### src/design/indexed_array_insert_store_top_macros.svh
// Assertion macros for the indexed array insert store.
`ifndef INDEXED_ARRAY_INSERT_STORE_TOP_MACROS_SVH
`define INDEXED_ARRAY_INSERT_STORE_TOP_MACROS_SVH
`ifndef SYNTH
// Same-cycle implication, disabled during reset
`define IAS_ASSERT_IMP(lbl, clk, rstn, ante, cons, msg) \
  lbl: assert property (@(posedge clk) disable iff (!(rstn)) (ante) |-> (cons)) \
    else $error(msg);
// Next-cycle implication, disabled during reset
`define IAS_ASSERT_NXT(lbl, clk, rstn, ante, cons, msg) \
  lbl: assert property (@(posedge clk) disable iff (!(rstn)) (ante) |=> (cons)) \
    else $error(msg);
`else
`define IAS_ASSERT_IMP(lbl, clk, rstn, ante, cons, msg)
`define IAS_ASSERT_NXT(lbl, clk, rstn, ante, cons, msg)
`endif
`endif

### src/design/ias_pkg.sv
// Shared types and constants for the indexed array insert store.
`default_nettype none
package ias_pkg;

  localparam int DEPTH_DEF = 32;
  localparam int MODE_W    = 3;
  localparam int POS_W     = 8;
  localparam int WORD_W    = 32;
  localparam int STATUS_W  = 2;
  localparam int FILL_W    = 6;

  // Command codes
  typedef enum logic [MODE_W-1:0] {
    MODE_PUSH   = 3'd0,
    MODE_INSERT = 3'd1,
    MODE_POP    = 3'd2,
    MODE_GET    = 3'd3,
    MODE_CLEAR  = 3'd4,
    MODE_SIZE   = 3'd5,
    MODE_PRINT  = 3'd6
  } mode_t;

  // Result status codes
  typedef enum logic [STATUS_W-1:0] {
    STAT_OK    = 2'd0,
    STAT_RANGE = 2'd1,
    STAT_FULL  = 2'd2,
    STAT_EMPTY = 2'd3
  } status_t;

endpackage
`default_nettype wire

### src/design/ias_ram.sv
// Generic simple dual-port RAM with registered read data.
`default_nettype none
module ias_ram #(
  parameter int WIDTH = 32,
  parameter int DEPTH = 32,
  localparam int AW = (DEPTH > 1) ? $clog2(DEPTH) : 1
) (
  input  wire logic             clk,
  input  wire logic             wr_en,
  input  wire logic [AW-1:0]    wr_addr,
  input  wire logic [WIDTH-1:0] wr_data,
  input  wire logic             rd_en,
  input  wire logic [AW-1:0]    rd_addr,
  output logic      [WIDTH-1:0] rd_data
);

  logic [WIDTH-1:0] mem_r [DEPTH];
  logic [WIDTH-1:0] rd_data_r;

  // Write port
  always_ff @(posedge clk) begin
    if (wr_en) begin
      mem_r[wr_addr] <= wr_data;
    end
  end

  // Read port, data held until the next read
  always_ff @(posedge clk) begin
    if (rd_en) begin
      rd_data_r <= mem_r[rd_addr];
    end
  end

  assign rd_data = rd_data_r;

endmodule
`default_nettype wire

### src/design/indexed_array_insert_store_top.sv
// Push, pop, clear and size run in the exec state and load their result from the response state;
// a get or print in range reads memory in exec and loads words from the read-out state. Insert in
// the middle moves each word up with a read state and a write state, then writes the new word.
// Print gives one word per cycle while out is not stalled. One command at a time: the next is
// taken once the last result sits in the output register.
// Reset clears the word count and control state; the word memory is not cleared.
`default_nettype none
`include "indexed_array_insert_store_top_macros.svh"
module indexed_array_insert_store_top #(
  parameter int DEPTH = ias_pkg::DEPTH_DEF
) (
  input  wire logic                                clk,
  input  wire logic                                rst_n,
  // command channel
  input  wire logic                                in_valid,
  output logic                                     in_stall,
  input  wire logic [ias_pkg::MODE_W-1:0]          in_mode,
  input  wire logic [ias_pkg::POS_W-1:0]           in_position,
  input  wire logic signed [ias_pkg::WORD_W-1:0]   in_word_in,
  // result channel
  output logic                                     out_valid,
  input  wire logic                                out_stall,
  output logic signed [ias_pkg::WORD_W-1:0]        out_word_out,
  output logic [ias_pkg::STATUS_W-1:0]             out_status,
  output logic [ias_pkg::FILL_W-1:0]               out_fill_count,
  output logic                                     out_last
);
  import ias_pkg::*;

  localparam int IDXW = (DEPTH > 1) ? $clog2(DEPTH) : 1;
  localparam int CNTW = $clog2(DEPTH + 1);

  typedef enum logic [6:0] {
    ST_IDLE   = 7'b0000001,
    ST_EXEC   = 7'b0000010,
    ST_RESP   = 7'b0000100,
    ST_RD_OUT = 7'b0001000,
    ST_SH_RD  = 7'b0010000,
    ST_SH_WR  = 7'b0100000,
    ST_INS_WR = 7'b1000000
  } state_t;

  state_t               state_r, state_nxt;
  logic [CNTW-1:0]      cnt_r, cnt_nxt;
  logic [IDXW-1:0]      idx_r, idx_nxt;

  // latched command
  mode_t                cmd_mode_r;
  logic [POS_W-1:0]     cmd_pos_r;
  logic [WORD_W-1:0]    cmd_word_r;

  // pending status result
  status_t              res_status_r, res_status_nxt;

  // output register
  logic                 out_valid_r, out_valid_nxt;
  logic [WORD_W-1:0]    out_word_r;
  status_t              out_status_r;
  logic [FILL_W-1:0]    out_fill_r;
  logic                 out_last_r;

  // output load request
  logic                 ld_out;
  logic [WORD_W-1:0]    ld_word;
  status_t              ld_status;
  logic                 ld_last;

  // memory port
  logic                 ram_we;
  logic [IDXW-1:0]      ram_waddr;
  logic [WORD_W-1:0]    ram_wdata;
  logic                 ram_re;
  logic [IDXW-1:0]      ram_raddr;
  logic [WORD_W-1:0]    ram_rdata;

  logic                 in_acc;
  logic                 slot_free;
  logic                 full;
  logic [POS_W-1:0]     cnt_ext;
  logic [IDXW-1:0]      pos_idx;
  logic [IDXW-1:0]      idx_dec;
  logic                 print_last;

  ias_ram #(
    .WIDTH (WORD_W),
    .DEPTH (DEPTH)
  ) u_word_store (
    .clk     (clk),
    .wr_en   (ram_we),
    .wr_addr (ram_waddr),
    .wr_data (ram_wdata),
    .rd_en   (ram_re),
    .rd_addr (ram_raddr),
    .rd_data (ram_rdata)
  );

  assign in_stall   = (state_r != ST_IDLE);
  assign in_acc     = in_valid && !in_stall;
  assign slot_free  = !out_valid_r || !out_stall;
  assign full       = (cnt_r == CNTW'(DEPTH));
  assign cnt_ext    = POS_W'(cnt_r);
  // position is only used as an index once it is known to be below the depth
  assign pos_idx    = cmd_pos_r[IDXW-1:0];
  assign idx_dec    = idx_r - IDXW'(1);
  assign print_last = ((CNTW'(idx_r) + CNTW'(1)) == cnt_r);

  // Command sequencer
  always_comb begin
    state_nxt      = state_r;
    cnt_nxt        = cnt_r;
    idx_nxt        = idx_r;
    res_status_nxt = res_status_r;
    ram_we         = 1'b0;
    ram_waddr      = cnt_r[IDXW-1:0];
    ram_wdata      = cmd_word_r;
    ram_re         = 1'b0;
    ram_raddr      = pos_idx;
    ld_out         = 1'b0;
    ld_word        = '0;
    ld_status      = STAT_OK;
    ld_last        = 1'b1;

    case (state_r)
      ST_IDLE: begin
        if (in_acc) begin
          state_nxt = ST_EXEC;
        end
      end

      ST_EXEC: begin
        res_status_nxt = STAT_OK;
        state_nxt      = ST_RESP;
        case (cmd_mode_r)
          MODE_PUSH: begin
            if (full) begin
              res_status_nxt = STAT_FULL;
            end else begin
              ram_we  = 1'b1;
              cnt_nxt = cnt_r + CNTW'(1);
            end
          end
          MODE_INSERT: begin
            // range check comes before the full check
            if (cmd_pos_r > cnt_ext) begin
              res_status_nxt = STAT_RANGE;
            end else if (full) begin
              res_status_nxt = STAT_FULL;
            end else if (cmd_pos_r == cnt_ext) begin
              ram_we    = 1'b1;
              ram_waddr = pos_idx;
              cnt_nxt   = cnt_r + CNTW'(1);
            end else begin
              idx_nxt   = cnt_r[IDXW-1:0];
              state_nxt = ST_SH_RD;
            end
          end
          MODE_POP: begin
            if (cnt_r != '0) begin
              cnt_nxt = cnt_r - CNTW'(1);
            end
          end
          MODE_GET: begin
            if (cmd_pos_r >= cnt_ext) begin
              res_status_nxt = STAT_RANGE;
            end else begin
              ram_re    = 1'b1;
              ram_raddr = pos_idx;
              state_nxt = ST_RD_OUT;
            end
          end
          MODE_CLEAR: begin
            cnt_nxt = '0;
          end
          MODE_PRINT: begin
            if (cnt_r == '0) begin
              res_status_nxt = STAT_EMPTY;
            end else begin
              ram_re    = 1'b1;
              ram_raddr = '0;
              idx_nxt   = '0;
              state_nxt = ST_RD_OUT;
            end
          end
          default: begin
            // size and unused codes only report the count
          end
        endcase
      end

      ST_RESP: begin
        if (slot_free) begin
          ld_out    = 1'b1;
          ld_status = res_status_r;
          state_nxt = ST_IDLE;
        end
      end

      // Word from memory to output; print streams the next read behind it
      ST_RD_OUT: begin
        if (slot_free) begin
          ld_out  = 1'b1;
          ld_word = ram_rdata;
          ld_last = (cmd_mode_r != MODE_PRINT) || print_last;
          if (ld_last) begin
            state_nxt = ST_IDLE;
          end else begin
            ram_re    = 1'b1;
            ram_raddr = idx_r + IDXW'(1);
            idx_nxt   = idx_r + IDXW'(1);
          end
        end
      end

      // Shift one word up: read below, then write at the current index
      ST_SH_RD: begin
        ram_re    = 1'b1;
        ram_raddr = idx_dec;
        state_nxt = ST_SH_WR;
      end

      ST_SH_WR: begin
        ram_we    = 1'b1;
        ram_waddr = idx_r;
        ram_wdata = ram_rdata;
        idx_nxt   = idx_dec;
        state_nxt = (idx_dec == pos_idx) ? ST_INS_WR : ST_SH_RD;
      end

      ST_INS_WR: begin
        ram_we         = 1'b1;
        ram_waddr      = pos_idx;
        cnt_nxt        = cnt_r + CNTW'(1);
        res_status_nxt = STAT_OK;
        state_nxt      = ST_RESP;
      end

      default: begin
        state_nxt = ST_IDLE;
      end
    endcase
  end

  // Output register valid
  always_comb begin
    if (ld_out) begin
      out_valid_nxt = 1'b1;
    end else if (!out_stall) begin
      out_valid_nxt = 1'b0;
    end else begin
      out_valid_nxt = out_valid_r;
    end
  end

  // Control state
  always_ff @(posedge clk) begin
    if (!rst_n) begin
      state_r     <= ST_IDLE;
      cnt_r       <= '0;
      out_valid_r <= 1'b0;
    end else begin
      state_r     <= state_nxt;
      cnt_r       <= cnt_nxt;
      out_valid_r <= out_valid_nxt;
    end
  end

  // Payload registers
  always_ff @(posedge clk) begin
    idx_r        <= idx_nxt;
    res_status_r <= res_status_nxt;
    if (in_acc) begin
      cmd_mode_r <= mode_t'(in_mode);
      cmd_pos_r  <= in_position;
      cmd_word_r <= in_word_in;
    end
    if (ld_out) begin
      out_word_r   <= ld_word;
      out_status_r <= ld_status;
      out_fill_r   <= FILL_W'(cnt_r);
      out_last_r   <= ld_last;
    end
  end

  assign out_valid      = out_valid_r;
  assign out_word_out   = out_word_r;
  assign out_status     = out_status_r;
  assign out_fill_count = out_fill_r;
  assign out_last       = out_last_r;

  // Checks
  `IAS_ASSERT_IMP(a_cnt_bound, clk, rst_n, 1'b1, cnt_r <= CNTW'(DEPTH), "count above depth")
  `IAS_ASSERT_NXT(a_acc_exec, clk, rst_n, in_acc, state_r == ST_EXEC, "accept not followed by exec")
  `IAS_ASSERT_IMP(a_wr_addr, clk, rst_n, ram_we, CNTW'(ram_waddr) <= cnt_r, "write past count")
  `IAS_ASSERT_IMP(a_ld_free, clk, rst_n, ld_out, slot_free, "output overwritten while stalled")

endmodule
`default_nettype wire

### config.mk
export PLATFORM = sky130hd
export DESIGN_NAME = indexed_array_insert_store_top
export DESIGN_NICKNAME = d
export VERILOG_FILES = /design/src/design/ias_pkg.sv /design/src/design/ias_ram.sv /design/src/design/indexed_array_insert_store_top.sv
export VERILOG_INCLUDE_DIRS = /design/src /design/src/design
export SDC_FILE = /design/constraint.sdc
export NUM_CORES = 1
export LEC_CHECK = 0
export BUFFER_PORTS_ARGS = -buffer_cell sky130_fd_sc_hd__buf_2
export CORE_ASPECT_RATIO = 0.5
export CORE_MARGIN = 4
export CORE_UTILIZATION = 35
export CTS_CLUSTER_DIAMETER = 120
export DETAILED_ROUTE_END_ITERATION = 12
export HOLD_SLACK_MARGIN = 0.02
export SKIP_LAST_GASP = 1
export SLEW_MARGIN = 10
export SYNTH_ARGS = -nofsm -noshare
export SYNTH_HDL_FRONTEND = slang
export SYNTH_SLANG_ARGS = --single-unit
### constraint.sdc
create_clock -name clk -period 6.2 [get_ports clk]
set_clock_uncertainty 0.1 [all_clocks]
set_input_delay 0.31 -clock clk [delete_from_list [all_inputs] [get_ports clk]]
set_output_delay 0.31 -clock clk [all_outputs]
set_load 0.03 [all_outputs]
==> results of run 1 <==
[timing repair]
action / CTS / global route
resized for setup: 0 / 0
endpoints found under the setup margin: 0 / 0
hold buffers: 46 / 0
hold endpoints to repair: 54 / 0
[layer usage]
| layer | up-vias | routed length (um) | part of all wire, % |
|---|---|---|---|
| li1 | 12109 | - | - |
| met1 | 14313 | 53800 | 42 |
| met2 | 1233 | 59900 | 47 |
| met3 | 196 | 10700 | 8.4 |
| met4 | 2 | 3860 | 3.0 |
| met5 | - | 11 | 0.0086 |
[cell usage in the layout, fill, tap and decap left out, drive strengths merged, types with 4 or more instances in the layout]
cell type,count
ha,10
nor2b,4
a31oi,11
nor2,59
clkinv,58
nand4,7
buf,200
a221oi,98
and3b,4
o211ai,14
nor3,16
o21ai,16
and3,42
xor2,10
a22oi,159
and2,4
o2111ai,4
dlygate4sd3,46
or4,4
xnor2,7
nor4,35
o22ai,97
mux2i,163
nand3b,4
nand3,25
mux2,64
nor3b,4
nand2,392
o21a,37
bufinv,11
clkbuf,123
inv,20
a21oi,268
or2,7
dfxtp,14
or3,4
edfxtp,1147
[worst paths after layout]
path	startpoint	cells past startpoint	slack (ns)	end
setup / recovery	idx_r[0]	12	1.03	u_word_store.rd_data[24]
hold / removal	in_word_in[28]	2	0.22	cmd_word_r[28]
setup reg to reg	idx_r[0]	12	1.03	u_word_store.rd_data[24]
hold reg to reg	state_r[3]	2	0.42	state_r[3]
[flip-flops by register name, summed over array words and instances (netlist names)]
register and flops:
u_word_store.rd_data 32, out_fill_count 6, cmd_mode_r 3, cmd_word_r 32, out_last 1, state_r 7, out_status 2, cnt_r 6
idx_r 5, out_valid 1, u_word_store.mem_r 1024, cmd_pos_r 8, out_word_out 32, res_status_r 2
[power by group]
part	internal (W)	switching, W	total (W)
clock network	0.00365	0.00289	0.00654
registers	0.00872	0.0000238	0.00874
logic	0.000373	0.000804	0.00118
[per-stage QoR]
stage / util [%] / setup slack [ns] / cell area [um^2] / std cells / hold slack, ns
after CTS: 40.9 / 1.06 / 53200 / 4993 / 0.167
after floorplan: - / 1.38 / 46200 / 2993 / 0.303
after global placement: 37.9 / 1.20 / 49300 / 4748 / 0.387
after global routing: 40.9 / 0.784 / 53200 / 4993 / 0.198
after detailed placement: 37.9 / 1.09 / 49300 / 4748 / 0.388
final: 40.9 / 1.03 / 53200 / 4993 / 0.216
[kinds of logic after synthesis]
group	count (synthesis)
AOI/OAI and AO/OA	744
buffers and inverters	217
DFF	1161
muxes	227
and+or+nand+nor	617
adders and majority gates	10
xor gates and xnor gates	17
[final cells by class]
class,instances,area [um^2],area share [%]
clock buffers,123,2760,5.19
clock inverters,76,676,1.27
inverters,15,56.3,0.106
multi-input cells,1615,10800,20.3
flip-flops and latches,1161,34700,65.3
well taps,1757,2200,4.13
repair buffers,246,1980,3.72
==> flow_metrics.py, run 1 <==
metrics = {
    "synth": {
        "synth_edf_count": 1147,
        "synth_nets": 3050,
        "yosysSeqAreaShare_pct": 75.2,
        "yosys-top-cells-area": "edfxtp_1 (75%), mux2i_1 (3.5%), nand2_1 (3.2%), a21oi_1 (2.9%), a22oi_1 (2.6%)",
        "synth_xor_area_share_pct": 0.322,
        "avgSynthCellArea_um2": 15.4,
        "synth_area_um2": 46200,
        "yosysMostFrequentCell": "edfxtp_1",
        "synth_top_family_by_area": "compound AO/OA/AOI/OAI gates",
        "yosys.area.top_type": "edfxtp_1",
        "synthArstFlopShare_pct": 0,
        "synth_top_area_share_pct": 74.6,
        "ys_types": 72,
        "yosys_most_used_dff": "edfxtp_1",
        "synthMuxAreaShare_pct": 5.09,
        "synth_compound_area_share_pct": 10.7,
        "synthAdderAreaFrac_pct": 0.271,
        "synthSimpleGateAreaFrac_pct": 6.15,
        "yosys_warnings": 0,
        "synthCells": 2993,
        "ys_top_cells_by_count": "edfxtp_1 (1147), nand2_1 (392), a21oi_1 (268)",
        "ys_seq_elements": 1161,
    },
    "clocking": {
        "ctsRootBufferMaster": "clkbuf_16",
        "clk_path_buf_depth": 3,
        "htreeDepth": 3,
        "clock-sinks": 1161,
        "numCtsBuffers": 107,
        "clk_latency_ns": 0.71,
        "post_cts_buffers": 0,
        "cts_tree": "yes",
        "path_clk_slew_ns": 0.07,
    },
    "die": {
        "die_h_um": 265,
        "fp.coreArea_um2": 130000,
        "ioPinCount": 90,
        "dieArea_um2": 138000,
        "row_count": 93,
        "die_w_um": 522,
        "initial_core_util_pct": 35.6,
    },
    "route": {
        "first_pass_iters": 5,
        "drcViolationCount": 0,
        "drt-wirelength-per-cell_um": 25.7,
        "wl_um": 128000,
        "vias_per_cell": 5.58,
        "vias": 27853,
        "drtIter0Drc": 3449,
        "final_antenna_net_count": 0,
    },
    "power": {
        "power_density_nw_per_um2": 310,
        "total_power_w": 0.0165,
        "power.leakage_nw": 17.5,
        "ir_worst_vdd_mv": 0.198,
    },
    "global_routing": {
        "grt_start_max_net_pins": 158,
        "grt_pass1_vias": 27128,
        "overflow": 0,
        "top_usage_layer": "met2",
        "use_met3_pct": 3.79,
        "use_met1_pct": 24.7,
        "grt_pass1_wl_um": 187000,
        "track_usage_pct": 18.1,
        "antenna_found_initial": 3,
        "use_met2_pct": 29.1,
    },
    "final_layout": {
        "drive_gt1_share_pct": 15.5,
        "nets": 3203,
        "synthToLayoutAreaGrowth_pct": 15.1,
        "num-fill-cells": 11728,
        "diodes": 0,
    },
    "sta": {
        "fin_crit_ns": 5.17,
        "hold_violations": 0,
        "slew_headroom_pct": 16.2,
        "fmax_mhz": 194,
        "rsz0062_at_grt": "no",
        "fin_tns_setup_ns": 0,
        "setup_viol": 0,
        "tightest_slew_ns": 1.25,
        "final_max_slew_viol_count": 0,
        "period_share_pct": 83.4,
    },
    "setup_path": {
        "worstPathCellList": "inv_1, ha_1, xor2_1, nor2_1, nand4_1, o2111a_1, o211ai_4, buf_12, mux2i_1, mux2i_1, o22ai_1, nor4_2",
        "crit_required_ns": 6.55,
        "crit_buf_inv": 2,
        "cp-start-kind": "flip-flop",
        "critPathKind": "flip-flop to flip-flop",
        "arrival_ns": 5.51,
        "slowest_delay_ns": 0.62,
        "cp_max_fo": 157,
        "crit_family": "compound AO/OA/AOI/OAI gates",
        "cp_slowest_cell": "o211ai_4",
        "crit_path_frequent_cell": "mux2i_1",
        "cp-end-kind": "flip-flop",
    },
    "worst_hold_path": {
        "min-delay-path-class": "primary input to flip-flop",
    },
    "placement": {
        "place_congestion": 0.833,
        "io_buffers": 89,
        "dp_hpwl_um": 75500,
    },
    "run": {
        "drv_cap": 0,
    },
    "run_status": {
        "outcome": "completed",
    },
}
Power figures use the tool's default switching activity.
==> inputs of run 2 (changes only) <==
==> constraint.sdc (replaced) <==
create_clock -name clk -period 4.7 [get_ports clk]
set_clock_uncertainty 0.1 [all_clocks]
set_input_delay 0.235 -clock clk [delete_from_list [all_inputs] [get_ports clk]]
set_output_delay 0.235 -clock clk [all_outputs]
set_load 0.03 [all_outputs]
==> flow_metrics.py, run 2 (same netlist as run 1, synthesis figures left out) <==
metrics = {
    "die": {
        "ioPinCount": 90,
        "die_h_um": 265,
        "die_w_um": 522,
        "dieArea_um2": 138000,
        "row_count": 93,
        "initial_core_util_pct": 35.6,
        "fp.coreArea_um2": 130000,
    },
    "power": {
        "p_seq_share_pct": 52.8,
        "power_density_nw_per_um2": 403,
        "internal-power_w": 0.0168,
        "clkPwrFrac_pct": 39.9,
        "switching_share_pct": 23.0,
        "p_comb_share_pct": 7.3,
        "p_switching_w": 0.00502,
        "power.leakage_nw": 18.0,
        "ir_worst_vdd_mv": 0.309,
    },
    "sta": {
        "slew_headroom_pct": 22.8,
        "period_share_pct": 97.4,
        "setup_viol": 0,
        "final_max_slew_viol_count": 0,
        "tightest_slew_ns": 1.16,
        "rsz0062_at_grt": "yes",
        "fin_crit_ns": 4.58,
        "hold_violations": 0,
        "fmax_mhz": 218,
    },
    "clocking": {
        "clk_latency_ns": 0.73,
        "clock-sinks": 1161,
        "numCtsBuffers": 106,
        "clk_path_buf_depth": 3,
        "post_cts_buffers": 0,
        "cts_tree": "yes",
        "ctsRootBufferMaster": "clkbuf_16",
        "htreeDepth": 3,
        "path_clk_slew_ns": 0.07,
    },
    "route": {
        "drcViolationCount": 0,
        "final_antenna_net_count": 0,
        "first_pass_iters": 6,
        "drt-wirelength-per-cell_um": 26.6,
        "wl_um": 135000,
        "vias_per_cell": 5.65,
        "drtIter0Drc": 3574,
        "vias": 28623,
    },
    "setup_path": {
        "crit_required_ns": 5.05,
        "critPathKind": "flip-flop to flip-flop",
        "cp_max_fo": 64,
        "arrival_ns": 4.93,
        "cp-end-kind": "flip-flop",
        "cp-start-kind": "flip-flop",
    },
    "worst_hold_path": {
        "min-delay-path-class": "primary input to flip-flop",
    },
    "final_layout": {
        "diodes": 0,
        "layout_common_cells": "edfxtp_1 (1147), nand2_1 (386), a21oi_1 (268)",
        "nets": 3278,
        "top_register": "u_word_store.mem_r",
        "fin_cells": 5070,
        "synthToLayoutAreaGrowth_pct": 17.4,
        "drive_gt1_share_pct": 17.4,
        "final_common_cell": "edfxtp_1",
        "largest_reg_flops": 1024,
        "num-fill-cells": 11691,
        "post-route-util_pct": 41.7,
        "final_area_um2": 54200,
    },
    "run": {
        "drv_cap": 0,
    },
    "global_routing": {
        "antenna_found_initial": 3,
        "grt_start_max_net_pins": 98,
        "grt_pass1_vias": 27337,
        "track_usage_pct": 18.9,
        "grt_pass1_wl_um": 195000,
        "overflow": 0,
    },
    "placement": {
        "dp_hpwl_um": 79800,
        "io_buffers": 89,
        "placed_cells_incl_taps": 4823,
        "place_congestion": 0.866,
        "place_area_um2": 50200,
    },
    "run_status": {
        "outcome": "completed",
    },
}
[run 2: layout make-up]
cell class | count | area [um^2] | share of cell area (%)
Clock inverter | 75 | 763 | 1.41
Clock buffer | 125 | 2720 | 5.03
Sequential cell | 1161 | 34700 | 64.1
Timing Repair Buffer | 322 | 2960 | 5.47
Inverter | 15 | 56.3 | 0.104
Multi-Input combinational cell | 1615 | 10800 | 19.9
Tap cell | 1757 | 2200 | 4.06
[run 2: worst max-delay path, cell delays in order (launching register included)]
cell      delay [ns]
edfxtp_1        0.51
inv_1           0.08
ha_1            0.31
xor2_1          0.15
nor2_1          0.21
nand4_1         0.24
o2111a_1        0.49
o211ai_4        0.31
buf_4           0.31
buf_12          0.32
mux2i_1         0.28
mux2i_2         0.15
o22ai_1         0.47
buf_4           0.22
nor4_1          0.05
[run 2: path summary, 6_finish.rpt]
check / start / endpoint / slack [ns] / cells after the start
worst max-delay path: idx_r[1] / u_word_store.rd_data[9] / 0.12 / 14
worst min-delay path: in_word_in[15] / cmd_word_r[15] / 0.13 / 2
worst max register to register: idx_r[1] / u_word_store.rd_data[9] / 0.12 / 14
worst min register to register: state_r[3] / state_r[3] / 0.45 / 2
[run 2: timing repair]
item | in CTS | in global routing
endpoints found under the setup margin | 0 | 9
resized for setup | 0 | 3
hold buffers | 46 | 0
hold endpoints to repair | 82 | 0
[run 2: power groups by stage]
stage / sequential (W) / combinational (W) / clock [W]
after floorplan: 0.0117 / 0.000957 / 0
after detailed placement: 0.0117 / 0.00155 / 0
final: 0.0115 / 0.00160 / 0.00871
after CTS: 0.0115 / 0.00158 / 0.00886
after global routing: 0.0115 / 0.00170 / 0.00927
after global placement: 0.0117 / 0.00152 / 0
[run 2: metrics by stage]
stage	hold WS [ns]	setup WS, ns	total power (W)	setup TNS [ns]
global placement	0.311	0.288	0.0133	0
detailed placement	0.313	0.212	0.0133	0
CTS	0.0577	0.141	0.0220	0
global route	0.0990	-0.0243	0.0225	-0.0243
floorplan	0.234	-0.115	0.0127	-69.48
finish	0.125	0.122	0.0218	0
[run 2: per-layer routing]
metal	wire length, um	vias to the layer above	part of all wire (%)	track usage, %
met5	0	-	0	0
met2	61000	1447	45	28.9
met4	3990	0	3.0	5.95
li1	-	12284	-	-
met3	13100	227	9.7	3.90
met1	56800	14665	42	27.1
